`config.mk`:
```
export PLATFORM = sky130hd
export DESIGN_NAME = calendar_seconds_converter
export DESIGN_NICKNAME = d
export VERILOG_FILES = /design/src/hdl/cscv_pkg.sv /design/src/hdl/cscv_alu.sv /design/src/hdl/cscv_core.sv /design/src/hdl/calendar_seconds_converter.sv
export SDC_FILE = /design/constraint.sdc
export NUM_CORES = 2
export LEC_CHECK = 0
export BUFFER_PORTS_ARGS = -buffer_cell sky130_fd_sc_hd__buf_4
export CAP_MARGIN = 20
export CORE_UTILIZATION = 45
export CTS_BUF_LIST = sky130_fd_sc_hd__clkbuf_8
export DETAILED_ROUTE_END_ITERATION = 6
export SYNTH_ARGS = -nofsm -noshare
export SYNTH_HDL_FRONTEND = slang
export SYNTH_HIERARCHICAL = 1
export SYNTH_SLANG_ARGS = --single-unit
```
`constraint.sdc`:
```
create_clock -name clk -period 9.5 [get_ports clk]
set_clock_uncertainty 0.1 [all_clocks]
set_input_delay 0.95 -clock clk [delete_from_list [all_inputs] [get_ports clk]]
set_output_delay 0.95 -clock clk [all_outputs]
set_load 0.01 [all_outputs]
```
`src/hdl/cscv_pkg.sv`:
```
// cscv_pkg: constants, calendar tables, helper functions and the result type
// shared by the calendar/seconds converter modules
// no dependencies
package cscv_pkg;

  localparam int unsigned YEAR_BASE      = 2000;
  localparam int unsigned NUM_YEARS      = 100;
  localparam int unsigned SECS_PER_DAY   = 86400;
  localparam int unsigned SECS_PER_HOUR  = 60 * 60;
  localparam int unsigned SECS_PER_MIN   = 60;
  localparam int unsigned DAYS_PER_YEAR  = 365;
  localparam int unsigned MONTHS         = 12;

  // reciprocals for the constant divides, exact over the operand ranges seen
  // days: (secs >> 7) / 675, hours: (rem >> 4) / 225, minutes: (rem >> 2) / 15
  localparam int unsigned DAY_RECIP      = 50903317;  // ceil(2^35 / 675)
  localparam int unsigned HOUR_RECIP     = 9321;      // ceil(2^21 / 225)
  localparam int unsigned MIN_RECIP      = 1093;      // ceil(2^14 / 15)

  // configuration port
  localparam int unsigned ADDR_W         = 3;
  localparam int unsigned DATA_W         = 32;
  localparam logic        REG_BASE_WDAY  = 1'b0;  // word index of base_jan1_weekday
  localparam logic [2:0]  BASE_WDAY_RST  = 3'd6;

  typedef logic [8:0] doy_t;

  localparam doy_t MONTH_START [2][13] = '{
    '{9'd0, 9'd31, 9'd59, 9'd90, 9'd120, 9'd151, 9'd181, 9'd212, 9'd243, 9'd273, 9'd304,
      9'd334, 9'd365},
    '{9'd0, 9'd31, 9'd60, 9'd91, 9'd121, 9'd152, 9'd182, 9'd213, 9'd244, 9'd274, 9'd305,
      9'd335, 9'd366}
  };

  // gregorian leap flags for each year from the base year on, worked out at elaboration
  function automatic logic [NUM_YEARS-1:0] leap_mask_f();
    logic [NUM_YEARS-1:0] m;
    int unsigned y;
    m = '0;
    for (int i = 0; i < NUM_YEARS; i++) begin
      y = YEAR_BASE + i;
      m[i] = ((y % 4) == 0) && (((y % 100) != 0) || ((y % 400) == 0));
    end
    return m;
  endfunction

  localparam logic [NUM_YEARS-1:0] LEAP_MASK = leap_mask_f();

  function automatic logic is_leap(input logic [6:0] yoff);
    logic r;
    r = 1'b0;
    if (yoff < 7'(NUM_YEARS)) begin
      r = LEAP_MASK[yoff];
    end
    return r;
  endfunction

  function automatic logic [8:0] year_len(input logic [6:0] yoff);
    return 9'(DAYS_PER_YEAR) + 9'(is_leap(yoff));
  endfunction

  function automatic doy_t month_start(input logic leap, input logic [3:0] idx);
    doy_t r;
    r = '0;
    if (idx <= 4'(MONTHS)) begin
      r = MONTH_START[leap][idx];
    end
    return r;
  endfunction

  // february is held to 28 days in every year
  function automatic logic [4:0] month_len(input logic [3:0] mo);
    logic [4:0] r;
    case (mo) inside
      4'd2:                     r = 5'd28;
      4'd4, 4'd6, 4'd9, 4'd11:  r = 5'd30;
      default:                  r = 5'd31;
    endcase
    return r;
  endfunction

  // modulo 7 by summing octal digits, since 8 is 1 mod 7
  function automatic logic [2:0] mod7(input logic [15:0] x);
    logic [5:0] s1;
    logic [3:0] s2;
    logic [2:0] r;
    s1 = 6'(x[2:0]) + 6'(x[5:3]) + 6'(x[8:6]) + 6'(x[11:9]) + 6'(x[14:12]) + 6'(x[15]);
    s2 = 4'(s1[2:0]) + 4'(s1[5:3]);
    if (s2 >= 4'd7) begin
      r = 3'(s2 - 4'd7);
    end else begin
      r = 3'(s2);
    end
    return r;
  endfunction

  typedef struct packed {
    logic [31:0] seconds;
    logic [6:0]  year;
    logic [3:0]  month;
    logic [4:0]  date;
    logic [4:0]  hour;
    logic [5:0]  minute;
    logic [5:0]  second;
    logic [2:0]  weekday;
    logic        invalid;
  } cscv_result_t;

endpackage

```
`src/hdl/cscv_alu.sv`:
```
// cscv_alu: shared 32-bit adder/subtractor with carry out, used by the sequencer
// for the day and second sums, the remainder subtracts and the year and month steps
// no dependencies
module cscv_alu (
  input  logic [31:0] a,
  input  logic [31:0] b,
  input  logic        sub,
  output logic [31:0] res,
  output logic        cout
);

  logic [32:0] total;

  // on subtract the carry out means a >= b
  assign total = {1'b0, a} + {1'b0, (sub ? ~b : b)} + 33'(sub);
  assign res   = total[31:0];
  assign cout  = total[32];

endmodule

```
`src/hdl/cscv_core.sv`:
```
// cscv_core: sequencer and working registers of the converter
// depends on cscv_pkg and cscv_alu
module cscv_core (
  input  logic                  clk,
  input  logic                  rst,
  input  logic                  start,
  input  logic                  action,
  input  logic [6:0]            year_in,
  input  logic [3:0]            month_in,
  input  logic [4:0]            date_in,
  input  logic [4:0]            hour_in,
  input  logic [5:0]            minute_in,
  input  logic [5:0]            second_in,
  input  logic [31:0]           seconds_in,
  input  logic [2:0]            base_wday,
  output logic                  busy,
  output logic                  done,
  output cscv_pkg::cscv_result_t result
);
  import cscv_pkg::*;

  typedef enum logic [14:0] {
    S_IDLE  = 15'b000000000000001,
    S_YADD  = 15'b000000000000010,
    S_MADD  = 15'b000000000000100,
    S_MUL   = 15'b000000000001000,
    S_ADDT  = 15'b000000000010000,
    S_DIVD  = 15'b000000000100000,
    S_REMD  = 15'b000000001000000,
    S_DIVH  = 15'b000000010000000,
    S_REMH  = 15'b000000100000000,
    S_DIVM  = 15'b000001000000000,
    S_REMM  = 15'b000010000000000,
    S_YSUB  = 15'b000100000000000,
    S_MCMP  = 15'b001000000000000,
    S_MDATE = 15'b010000000000000,
    S_FIN   = 15'b100000000000000
  } state_t;

  state_t      state;
  logic        act;
  logic        inv;
  logic [31:0] acc;
  logic [15:0] days;
  logic [15:0] wd_days;
  logic [6:0]  yr;
  logic [6:0]  y_lim;
  logic [3:0]  mon;
  logic [4:0]  dt;
  logic [4:0]  hr;
  logic [5:0]  mi;
  logic [5:0]  sc;

  logic        accept;
  logic        fields_ok;
  logic        lp;
  logic [8:0]  ylen;
  logic [8:0]  doy_off;
  logic [16:0] tod;
  logic [32:0] day_secs;
  logic [50:0] day_prod;
  logic [25:0] hr_prod;
  logic [19:0] min_prod;

  logic [31:0] alu_a;
  logic [31:0] alu_b;
  logic        alu_sub;
  logic [31:0] alu_res;
  logic        alu_cout;

  assign busy   = (state != S_IDLE);
  assign accept = start && !busy;

  assign fields_ok = (year_in < 7'(NUM_YEARS)) && (month_in >= 4'd1) &&
                     (month_in <= 4'(MONTHS)) && (date_in >= 5'd1) &&
                     (date_in <= month_len(month_in)) && (hour_in <= 5'd23) &&
                     (minute_in <= 6'd59) && (second_in <= 6'd59);

  assign lp       = is_leap(yr);
  assign ylen     = year_len(yr);
  assign doy_off  = month_start(lp, mon - 4'd1) + 9'(dt) - 9'd1;
  assign tod      = 17'(hr) * 17'(SECS_PER_HOUR) + 17'(mi) * 17'(SECS_PER_MIN) + 17'(sc);
  assign day_secs = {17'd0, days} * 33'(SECS_PER_DAY);

  // quotients by reciprocal multiplication, the remainder follows on the shared adder
  assign day_prod = 51'(acc[31:7]) * 51'(DAY_RECIP);
  assign hr_prod  = 26'(acc[16:4]) * 26'(HOUR_RECIP);
  assign min_prod = 20'(acc[11:2]) * 20'(MIN_RECIP);

  always_comb begin
    alu_a   = acc;
    alu_b   = '0;
    alu_sub = 1'b0;
    case (state)
      S_YADD: begin
        alu_a = 32'(days);
        alu_b = 32'(ylen);
      end
      S_MADD: begin
        alu_a = 32'(days);
        alu_b = 32'(doy_off);
      end
      S_ADDT: begin
        alu_b = 32'(tod);
      end
      S_REMD: begin
        alu_b   = day_secs[31:0];
        alu_sub = 1'b1;
      end
      S_REMH: begin
        alu_b   = 32'(hr) * 32'(SECS_PER_HOUR);
        alu_sub = 1'b1;
      end
      S_REMM: begin
        alu_b   = 32'(mi) * 32'(SECS_PER_MIN);
        alu_sub = 1'b1;
      end
      S_YSUB: begin
        alu_a   = 32'(days);
        alu_b   = 32'(ylen);
        alu_sub = 1'b1;
      end
      S_MCMP: begin
        alu_a   = 32'(days);
        alu_b   = 32'(month_start(lp, mon));
        alu_sub = 1'b1;
      end
      S_MDATE: begin
        alu_a   = 32'(days);
        alu_b   = 32'(month_start(lp, mon - 4'd1));
        alu_sub = 1'b1;
      end
      default: begin
        alu_a = acc;
      end
    endcase
  end

  cscv_alu u_alu (
    .a    (alu_a),
    .b    (alu_b),
    .sub  (alu_sub),
    .res  (alu_res),
    .cout (alu_cout)
  );

  // sequencer
  always_ff @(posedge clk) begin
    if (rst) begin
      state <= S_IDLE;
      done  <= 1'b0;
    end else begin
      done <= (state == S_FIN);
      case (state)
        S_IDLE: begin
          if (accept) begin
            if (action) begin
              state <= S_DIVD;
            end else if (fields_ok) begin
              state <= S_YADD;
            end else begin
              state <= S_FIN;
            end
          end
        end
        S_YADD: begin
          if (yr == y_lim) begin
            state <= S_MADD;
          end
        end
        S_MADD:  state <= S_MUL;
        S_MUL:   state <= S_ADDT;
        S_ADDT:  state <= S_FIN;
        S_DIVD:  state <= S_REMD;
        S_REMD:  state <= S_DIVH;
        S_DIVH:  state <= S_REMH;
        S_REMH:  state <= S_DIVM;
        S_DIVM:  state <= S_REMM;
        S_REMM:  state <= S_YSUB;
        S_YSUB: begin
          if (yr == 7'(NUM_YEARS)) begin
            state <= S_FIN;
          end else if (!alu_cout) begin
            state <= S_MCMP;
          end
        end
        S_MCMP: begin
          if (!(mon < 4'(MONTHS) && alu_cout)) begin
            state <= S_MDATE;
          end
        end
        S_MDATE: state <= S_FIN;
        S_FIN:   state <= S_IDLE;
        default: state <= S_IDLE;
      endcase
    end
  end

  // working registers
  always_ff @(posedge clk) begin
    case (state)
      S_IDLE: begin
        if (accept) begin
          act   <= action;
          inv   <= !action && !fields_ok;
          acc   <= seconds_in;
          days  <= '0;
          yr    <= '0;
          y_lim <= year_in;
          mon   <= month_in;
          dt    <= date_in;
          hr    <= hour_in;
          mi    <= minute_in;
          sc    <= second_in;
        end
      end
      S_YADD: begin
        if (yr != y_lim) begin
          days <= alu_res[15:0];
          yr   <= yr + 7'd1;
        end
      end
      S_MADD: begin
        days    <= alu_res[15:0];
        wd_days <= alu_res[15:0];
      end
      S_MUL:  acc <= day_secs[31:0];
      S_ADDT: acc <= alu_res;
      S_DIVD: begin
        days    <= day_prod[50:35];
        wd_days <= day_prod[50:35];
      end
      S_REMD: acc <= alu_res;
      S_DIVH: hr  <= hr_prod[25:21];
      S_REMH: acc <= alu_res;
      S_DIVM: mi  <= min_prod[19:14];
      S_REMM: begin
        sc <= alu_res[5:0];
        yr <= '0;
      end
      S_YSUB: begin
        if (yr == 7'(NUM_YEARS)) begin
          inv <= 1'b1;
        end else if (alu_cout) begin
          days <= alu_res[15:0];
          yr   <= yr + 7'd1;
        end else begin
          mon <= 4'd1;
        end
      end
      S_MCMP: begin
        if (mon < 4'(MONTHS) && alu_cout) begin
          mon <= mon + 4'd1;
        end
      end
      S_MDATE: dt <= alu_res[4:0] + 5'd1;
      S_FIN: begin
        if (inv) begin
          result <= '{invalid: 1'b1, default: '0};
        end else begin
          result.seconds <= act ? 32'd0 : acc;
          result.year    <= yr;
          result.month   <= mon;
          result.date    <= dt;
          result.hour    <= hr;
          result.minute  <= mi;
          result.second  <= sc;
          result.weekday <= mod7(wd_days + 16'(base_wday));
          result.invalid <= 1'b0;
        end
      end
      default: begin
        acc <= acc;
      end
    endcase
  end

endmodule

```
`src/hdl/calendar_seconds_converter.sv`:
```
// calendar_seconds_converter: top level with the configuration register port
// depends on cscv_pkg and cscv_core
//
// One conversion per transaction: start is taken when busy is low, and the result
// is registered onto the output ports as done goes high for a single cycle; the
// receiver must take it then, as there is no way to hold it off. Action 0 (fields
// to seconds) walks the years on the shared adder, then adds the month offset,
// scales the days to seconds and adds the time of day; fields that fail the checks
// go straight to an invalid result. Action 1 (seconds to fields) splits off days,
// hours and minutes by reciprocal multiplication, each followed by a remainder
// subtract on the shared adder, then the same shared unit subtracts year lengths in
// turn, compares the day count with the month starts and subtracts the start of the
// month found. A count beyond year 99 gives an invalid result.
// base_jan1_weekday lives at byte address 0 and resets to 6.
module calendar_seconds_converter (
  input  logic                        clk,
  input  logic                        rst,
  input  logic                        start,
  output logic                        busy,
  input  logic                        action,
  input  logic [6:0]                  year_in,
  input  logic [3:0]                  month_in,
  input  logic [4:0]                  date_in,
  input  logic [4:0]                  hour_in,
  input  logic [5:0]                  minute_in,
  input  logic [5:0]                  second_in,
  input  logic [31:0]                 seconds_in,
  output logic                        done,
  output logic [31:0]                 seconds_out,
  output logic [6:0]                  year_out,
  output logic [3:0]                  month_out,
  output logic [4:0]                  date_out,
  output logic [4:0]                  hour_out,
  output logic [5:0]                  minute_out,
  output logic [5:0]                  second_out,
  output logic [2:0]                  weekday_out,
  output logic                        invalid,
  input  logic                        psel,
  input  logic                        penable,
  input  logic                        pwrite,
  input  logic [cscv_pkg::ADDR_W-1:0] paddr,
  input  logic [cscv_pkg::DATA_W-1:0] pwdata,
  output logic [cscv_pkg::DATA_W-1:0] prdata,
  output logic                        pready
);
  import cscv_pkg::*;

  logic [2:0]   base_wday;
  logic         reg_sel;
  cscv_result_t result;

  assign pready  = 1'b1;
  assign reg_sel = (paddr[ADDR_W-1] == REG_BASE_WDAY);

  always_ff @(posedge clk) begin
    if (rst) begin
      base_wday <= BASE_WDAY_RST;
    end else if (psel && penable && pwrite && pready && reg_sel) begin
      base_wday <= pwdata[2:0];
    end
  end

  assign prdata = reg_sel ? DATA_W'(base_wday) : '0;

  cscv_core u_core (
    .clk        (clk),
    .rst        (rst),
    .start      (start),
    .action     (action),
    .year_in    (year_in),
    .month_in   (month_in),
    .date_in    (date_in),
    .hour_in    (hour_in),
    .minute_in  (minute_in),
    .second_in  (second_in),
    .seconds_in (seconds_in),
    .base_wday  (base_wday),
    .busy       (busy),
    .done       (done),
    .result     (result)
  );

  assign seconds_out = result.seconds;
  assign year_out    = result.year;
  assign month_out   = result.month;
  assign date_out    = result.date;
  assign hour_out    = result.hour;
  assign minute_out  = result.minute;
  assign second_out  = result.second;
  assign weekday_out = result.weekday;
  assign invalid     = result.invalid;

endmodule
```
After elaboration in Yosys (flattened, before gate mapping)
Memory sizes are Yosys's and may differ from the RTL's. A register that Yosys moved wholly into a read port is not among the register bits.
Index checks and enable logic that the tools add are counted.
- register bits: 194
- latch bits: 0
- memory bits (writable): 0
- ROM bits: 128
- bits of input ports: 107
- output and inout bits: 104
- memories: 1
- $add $sub $neg: 19
- $mul: 8
- divide/modulo/power cells: 0
- magnitude comparators: 17
- eq/ne operators: 34
- shift-type cells: 0
- muxes and demuxes: 60
- bitwise operators: 5
- reductions and logical operators: 44
- memory list (memory ; depth ; bits a word ; rd ports ; clocked after Yosys merged registers in ; write ports ; RTL line ; text):
    (no name shown) ; 128 ; 1 ; 1 ; 1 ; 0 ; cscv_pkg.sv:53 ; r = LEAP_MASK[yoff];
- operator list (kind ; number):
    32-bit one-hot mux with 8 select lines ; 1
    117-bit two-way mux ; 2
    15-bit one-hot mux with 13 select lines ; 1
    15-bit two-way mux ; 7
    32-bit two-way mux ; 3
    32-bit one-hot mux with 3 select lines ; 1
    93-bit two-way mux ; 1
    16-bit one-hot mux with 5 select lines ; 1
    9-bit binary-select mux with 4-bit select ; 2
    16-bit two-way mux ; 4
    9-bit two-way mux ; 6
    25-bit by 26-bit multiplier with 51-bit output (second input constant) ; 1
    7-bit two-way mux ; 5
    32-bit by 32-bit adder with 33-bit output ; 1
    33-bit by 1-bit adder with 33-bit output ; 1
    32-bit inverter ; 1
    16-bit one-hot mux with 2 select lines ; 1
    7-bit one-hot mux with 4 select lines ; 1
    13-bit by 14-bit multiplier with 26-bit output (second input constant) ; 1
    5-bit by 8-bit multiplier with 13-bit output (second input constant) ; 2
    16-bit by 10-bit multiplier with 25-bit output (second input constant) ; 1
    6-bit one-hot mux with 2 select lines ; 2
    10-bit by 11-bit multiplier with 20-bit output (second input constant) ; 1
    6-bit by 4-bit multiplier with 10-bit output (second input constant) ; 2
    78 further kinds ; 138

Logic depth before layout (Yosys ltp)
- depth after elaboration: 22
- mapped depth: 35
- mapped depth without buffers: 34

By module
Netlist, hierarchy kept.
- modules (own cells, without submodules) (module ; times used ; cells an instance ; area an instance (sq um)):
    cscv_core ; 1 ; 2906 ; 27950.6
    cscv_alu ; 1 ; 280 ; 2050.7
    calendar_seconds_converter ; 1 ; 49 ; 391.6

Least setup slack after synthesis
OpenSTA, ideal clock, no wires.
- path type: reg2reg
- start: register u_core.mi[0]
- end: register u_core.days[0] (enable)
- setup time: 0.394 ns
- arrival: 7.228 ns
- required time: 9.006 ns
- setup slack: 1.778 ns
- cell stages (with the launch flop): 27
- path buffers: 0
- clock period less this slack: 7.722 ns
- path through: edfxtp_1 -> fa_1 -> fa_1 -> inv_1 -> fa_1 -> fa_1 -> inv_1 -> ha_1 -> a21oi_1 -> nand2b_1 -> a21boi_0 -> o41ai_1 -> nor2_1 -> o311ai_1 -> xor2_1 -> a21o_1 -> xor2_1 -> ha_1 -> nand2_1 -> or3_1 -> a2111oi_0 -> nor2_1 -> o221ai_1 -> a21o_1 -> a21oi_1 -> a211o_1 -> a21oi_1
- longest elaborated chain between the ends: 10
- elaborated cells between the ends (all ways): 11
- classes of those cells: add/sub (4); mul (2); eq/ne (1); mux (2); bitwise (1); reduce/logical (1)
- RTL lines (what ; RTL line ; text):
    start: declaration ; cscv_core.sv:51 ; logic [5:0] mi;
    start signal: assignment ; cscv_core.sv:213 ; mi <= minute_in;
    start signal: assignment ; cscv_core.sv:236 ; S_DIVM: mi <= min_prod[19:14];
    6-bit by 4-bit multiplier with 10-bit output * ; cscv_core.sv:82 ; assign tod = 17'(hr) * 17'(SECS_PER_HOUR) + 17'(mi) * 17'(SECS_PER_MIN) + 17'(sc);
    17-bit by 12-bit adder with 17-bit output * ; cscv_core.sv:82 ;
    17-bit by 6-bit adder with 17-bit output * ; cscv_core.sv:82 ;
    32-bit one-hot mux with 8 select lines * ; cscv_core.sv:94 ; case (state)
    net u_core.alu_b[16] ; cscv_core.sv:66 ; logic [31:0] alu_b;
    32-bit inverter ; cscv_alu.sv:15 ; assign total = {1'b0, a} + {1'b0, (sub ? ~b : b)} + 33'(sub);
    32-bit two-way mux * ; cscv_alu.sv:15 ;
    32-bit by 32-bit adder with 33-bit output * ; cscv_alu.sv:15 ;
    33-bit by 1-bit adder with 33-bit output * ; cscv_alu.sv:15 ;
    net u_core.alu_cout ; cscv_core.sv:69 ; logic alu_cout;
    2-bit != test (no line) * ; n/a ;
    5-bit AND reduction (no line) * ; n/a ;
    end signal: assignment ; cscv_core.sv:219 ; days <= alu_res[15:0];
    end signal: assignment ; cscv_core.sv:224 ; days <= alu_res[15:0];
    end signal: assignment ; cscv_core.sv:230 ; days <= day_prod[50:35];
    end: declaration ; cscv_core.sv:44 ; logic [15:0] days;
Mark *: on every way through the listed nets, which the timed path passes. The rest lies on a longest branch.
A chain may end at the register's enable or synchronous reset.

Final worst setup path
- start: register u_core.mi[0]
- end: register u_core.yr[4] (enable)
- longest elaborated chain between the ends: 10
- elaborated cells between the ends (all ways): 11
- classes of those cells: add/sub (4); mul (2); eq/ne (1); mux (2); bitwise (1); reduce/logical (1)
- RTL lines (what ; RTL line ; text):
    6-bit by 4-bit multiplier with 10-bit output * ; cscv_core.sv:82 ;
    17-bit by 12-bit adder with 17-bit output * ; cscv_core.sv:82 ;
    17-bit by 6-bit adder with 17-bit output * ; cscv_core.sv:82 ;
    32-bit one-hot mux with 8 select lines * ; cscv_core.sv:94 ;
    net u_core.alu_b[16] ; cscv_core.sv:66 ;
    32-bit inverter ; cscv_alu.sv:15 ;
    32-bit two-way mux * ; cscv_alu.sv:15 ;
    32-bit by 32-bit adder with 33-bit output * ; cscv_alu.sv:15 ;
    33-bit by 1-bit adder with 33-bit output * ; cscv_alu.sv:15 ;
    net u_core.alu_cout ; cscv_core.sv:69 ;
    2-bit != test (no line) * ; n/a ;
    5-bit AND reduction (no line) * ; n/a ;
    end signal: assignment ; cscv_core.sv:220 ; yr <= yr + 7'd1;
    end signal: assignment ; cscv_core.sv:246 ; yr <= yr + 7'd1;
    end: declaration ; cscv_core.sv:46 ; logic [6:0] yr;
Marks and branches as above.

==> metrics.md <==
| Metric | Value |
|---|---|
| Outcome | `finished, violations left` |
| Failing checks | `DRC` |
| Reg2reg start | `u_core/mi[0]` |
| Max FO, Critical Path | `9` |
| Hold Violations, Final | `0` |
| Starting DRC count in detailed routing | `1782` |
| Netlist Area Pre-Place | `30400 um2` |
| Setup bufs post-CTS | `0` |
| Synth top area cells | `ha_1 (25%), fa_1 (18%), edfxtp_1 (17%)` |
| Cell taking the most area after synthesis | `ha_1` |
| Drt pass-1 iters | `7` |
| Ys async rst share | `0` |
| Grt ovf | `0` |
| Final setup violation count | `0` |
| Number of enable flip-flop cells after synthesis | `175` |
| Synth top area share | `0.252` |
| Max Cap Viol | `0` |
| Filler cells | `6411` |
| Largest net degree at the start of global routing | `71` |
| Skew-Pair Late Insertion Delay | `0.57 ns` |
| Clock buffer count from CTS | `17` |
| Initial Util | `0.458` |
| Nets | `4361` |
| Worst rel slew slack | `0.251` |
| Yosys Warn Count | `6` |
| Reg area | `~5700 um2` |
| DRC errors left | `1` |
| Ports | `211` |
| Worst Hold Class | `in -> reg` |
| Distinct cells, synth | `95` |
| First-pass GRT wire length | `133 mm` |
| CTS tree | `yes` |
| CP startpoint | `u_core/mi[0]` |
| Clk slew on worst S/H paths | `0.12 ns` |
| Core area | `approximately 66000 um2` |
| Hold path startpoint | `year_in[0]` |
| DIE HEIGHT | `about 260 um` |
| Slew Viols, Final | `0` |
| Setup crit start kind | `register` |
| Fin crit share | `0.909` |
| Root Buffer Master | `clkbuf_8` |
| Tot GR Track Use | `0.259` |
| Vias per inst | `5.43` |
| Post-synth top flop | `edfxtp_1` |
| Die Wd | `between 200 and 300 um` |
| F_max | `roughly 0.12 GHz` |
| Worst Path Required | `9.66 ns` |
| # clock sinks | `195` |
| Commonest non-fill, non-tap cells in the layout | `inv_1 (626), ha_1 (613), fa_1 (277), nand2_1 (245), buf_4 (182)` |
| Share of cells above drive strength 1 | `0.0776` |
| GP Congestion | `0.935` |
| Kind of critical path | `reg -> reg` |
| DR vias | `23.0k` |
| Slew @ Worst Pin | `~1.1 ns` |
| Quantity of I/O buffers inserted on ports | `approximately 150` |
| Sequential share of the synthesized area | `0.186` |
| Cells after Synth | `about 3.2k` |
| Commonest non-fill, non-tap cell in the layout | `inv_1` |
| Total Neg Setup Slack | `0 ns` |
| Die area | `68600 um2` |
| Detail Placement HPWL | `roughly 72 mm` |
| Mean Syn Cell Area | `9.40 um2` |
| Synth Register Bits | `slightly below 200` |
| WL per Instance | `20.4 um` |
| Min cycle time layout | `8.63 ns` |
| CTS resizes | `0` |
| Routed Antenna Nets | `0` |
| DRT Wirelength | `86.4 mm` |
| Crit path capture type | `register` |
| Arrival @ worst endpoint | `8.80 ns` |
| H-tree depth | `4` |
| Hold-fix buffers, CTS | `0` |
| RSZ-0062 raised after global routing | `false` |
| Area of the multi-input gates | `22000 um2` |
| Vias in the first global route | `22.9k` |
| Synth-to-Final Area Change | `8.09%` |
| Clock Path Buffers | `2` |
| Row cnt | `94` |
| Antenna violations before repair | `3` |
metal layers:
metal	GRT usage	vias to the layer above	routed length [um]
met1	0.362	11300	39200
met5	0	-	0
met3	0.0311	76	4680
met4	0.0754	0	2240
li1	-	11100	-
met2	0.421	594	40300
final timing paths:
kind / end / slack, ns / depth (start not counted)
worst max-delay path: u_core/yr[4] / 0.87 / 27
worst min-delay path: u_core/y_lim[0] / 0.46 / 1
worst max register to register: u_core/yr[4] / 0.87 / 27
worst min register to register: register / 0.48 / 1
area by class of cell:
cell class / instances / share of cell area
multi-input cells: 2344 / 0.670
flip-flops and latches: 195 / 0.172
inverters: 624 / 0.0713
repair buffers: 182 / 0.0416
well taps: 864 / 0.0329
clock buffers: 17 / 0.00712
clock inverters: 15 / 0.00468
diodes: 1 / 0.0000762
sequential cells by signal (all words and copies together), names as in the netlist, named ones only:
| register | count |
|---|---|
| base_wday | 3 |
| u_core/act | 1 |
| u_core/sc | 6 |
| u_core/mon | 4 |
| u_core/dt | 5 |
| u_core/mi | 6 |
| u_core/y_lim | 7 |
| u_core/acc | 32 |
| u_core/hr | 5 |
| u_core/inv | 1 |
| u_core/done | 1 |
| u_core/yr | 7 |
| u_core/days | 16 |
| u_core/result | 69 |
| u_core/state | 15 |
| u_core/wd_days | 16 |
logic make-up (layout without fill, tap and decap cells):
| logic type | after synthesis | in the layout | synth area share |
|---|---|---|---|
| AND/OR/NAND/NOR | 678 | 678 | 0.109 |
| other | 2 | 31 | 0.000247 |
| adder cells (fa/ha/maj) | 890 | 890 | 0.435 |
| buffers and inverters | 724 | 838 | 0.0941 |
| multiplexers | 19 | 19 | 0.00712 |
| XOR/XNOR | 179 | 179 | 0.0516 |
| flip-flops | 195 | 195 | 0.186 |
| AO/OA/AOI/OAI | 548 | 548 | 0.117 |
critical path, cell delays in order, from the launching register on:
cell,delay [ns]
edfxtp_1,0.60
fa_1,0.59
fa_1,0.53
inv_1,0.06
fa_1,0.54
fa_1,0.52
inv_1,0.05
ha_1,0.33
a21oi_1,0.20
nand2b_1,0.13
a21boi_0,0.12
o41ai_1,0.55
nor2_1,0.15
o311ai_1,0.36
xor2_1,0.11
a21o_1,0.23
xor2_1,0.15
ha_1,0.38
nand2_1,0.13
or3_1,0.39
a2111oi_0,0.37
nor2_1,0.20
o221ai_1,0.19
a21o_1,0.44
a21oi_1,0.12
a211o_1,0.28
a31oi_1,0.25
buf_4,0.24
synthesized netlist by cell type (all sizes together) (9+ instances only):
master  number
nand3b      10
o31ai       11
o211ai      22
o21ai      133
ha         613
a31oi       16
nand2b      10
fa         277
nand3       45
nor2b       33
edfxtp     175
a22oi       22
nor3b       13
xor2        92
a21oi      148
o21a        10
nor3        57
and2        20
nand2      248
a21o        64
nor2       155
a21boi       9
clkbuf      57
a211oi      17
xnor2       87
o21bai      18
nand4       26
and3        15
dfxtp       20
mux2i       10
nor4        16
inv        624
buf         43
o221ai      11
stage by stage:
stage	hold slack, ns	cell area [um2]	setup slack [ns]	util	std cells
CTS	0.412	32800	0.926	0.495	4240
floorplan	0.361	30500	1.78	-	3263
detailed placement	0.467	32500	1.02	0.489	4208
finish	0.459	32900	0.865	0.495	4242
global placement	0.458	32500	1.01	0.489	4208
global route	0.422	32900	0.442	0.495	4241
Power is left out: the tool's default activity adds up to more than one toggle a clock period on the data nets, which glitch-free logic cannot reach.
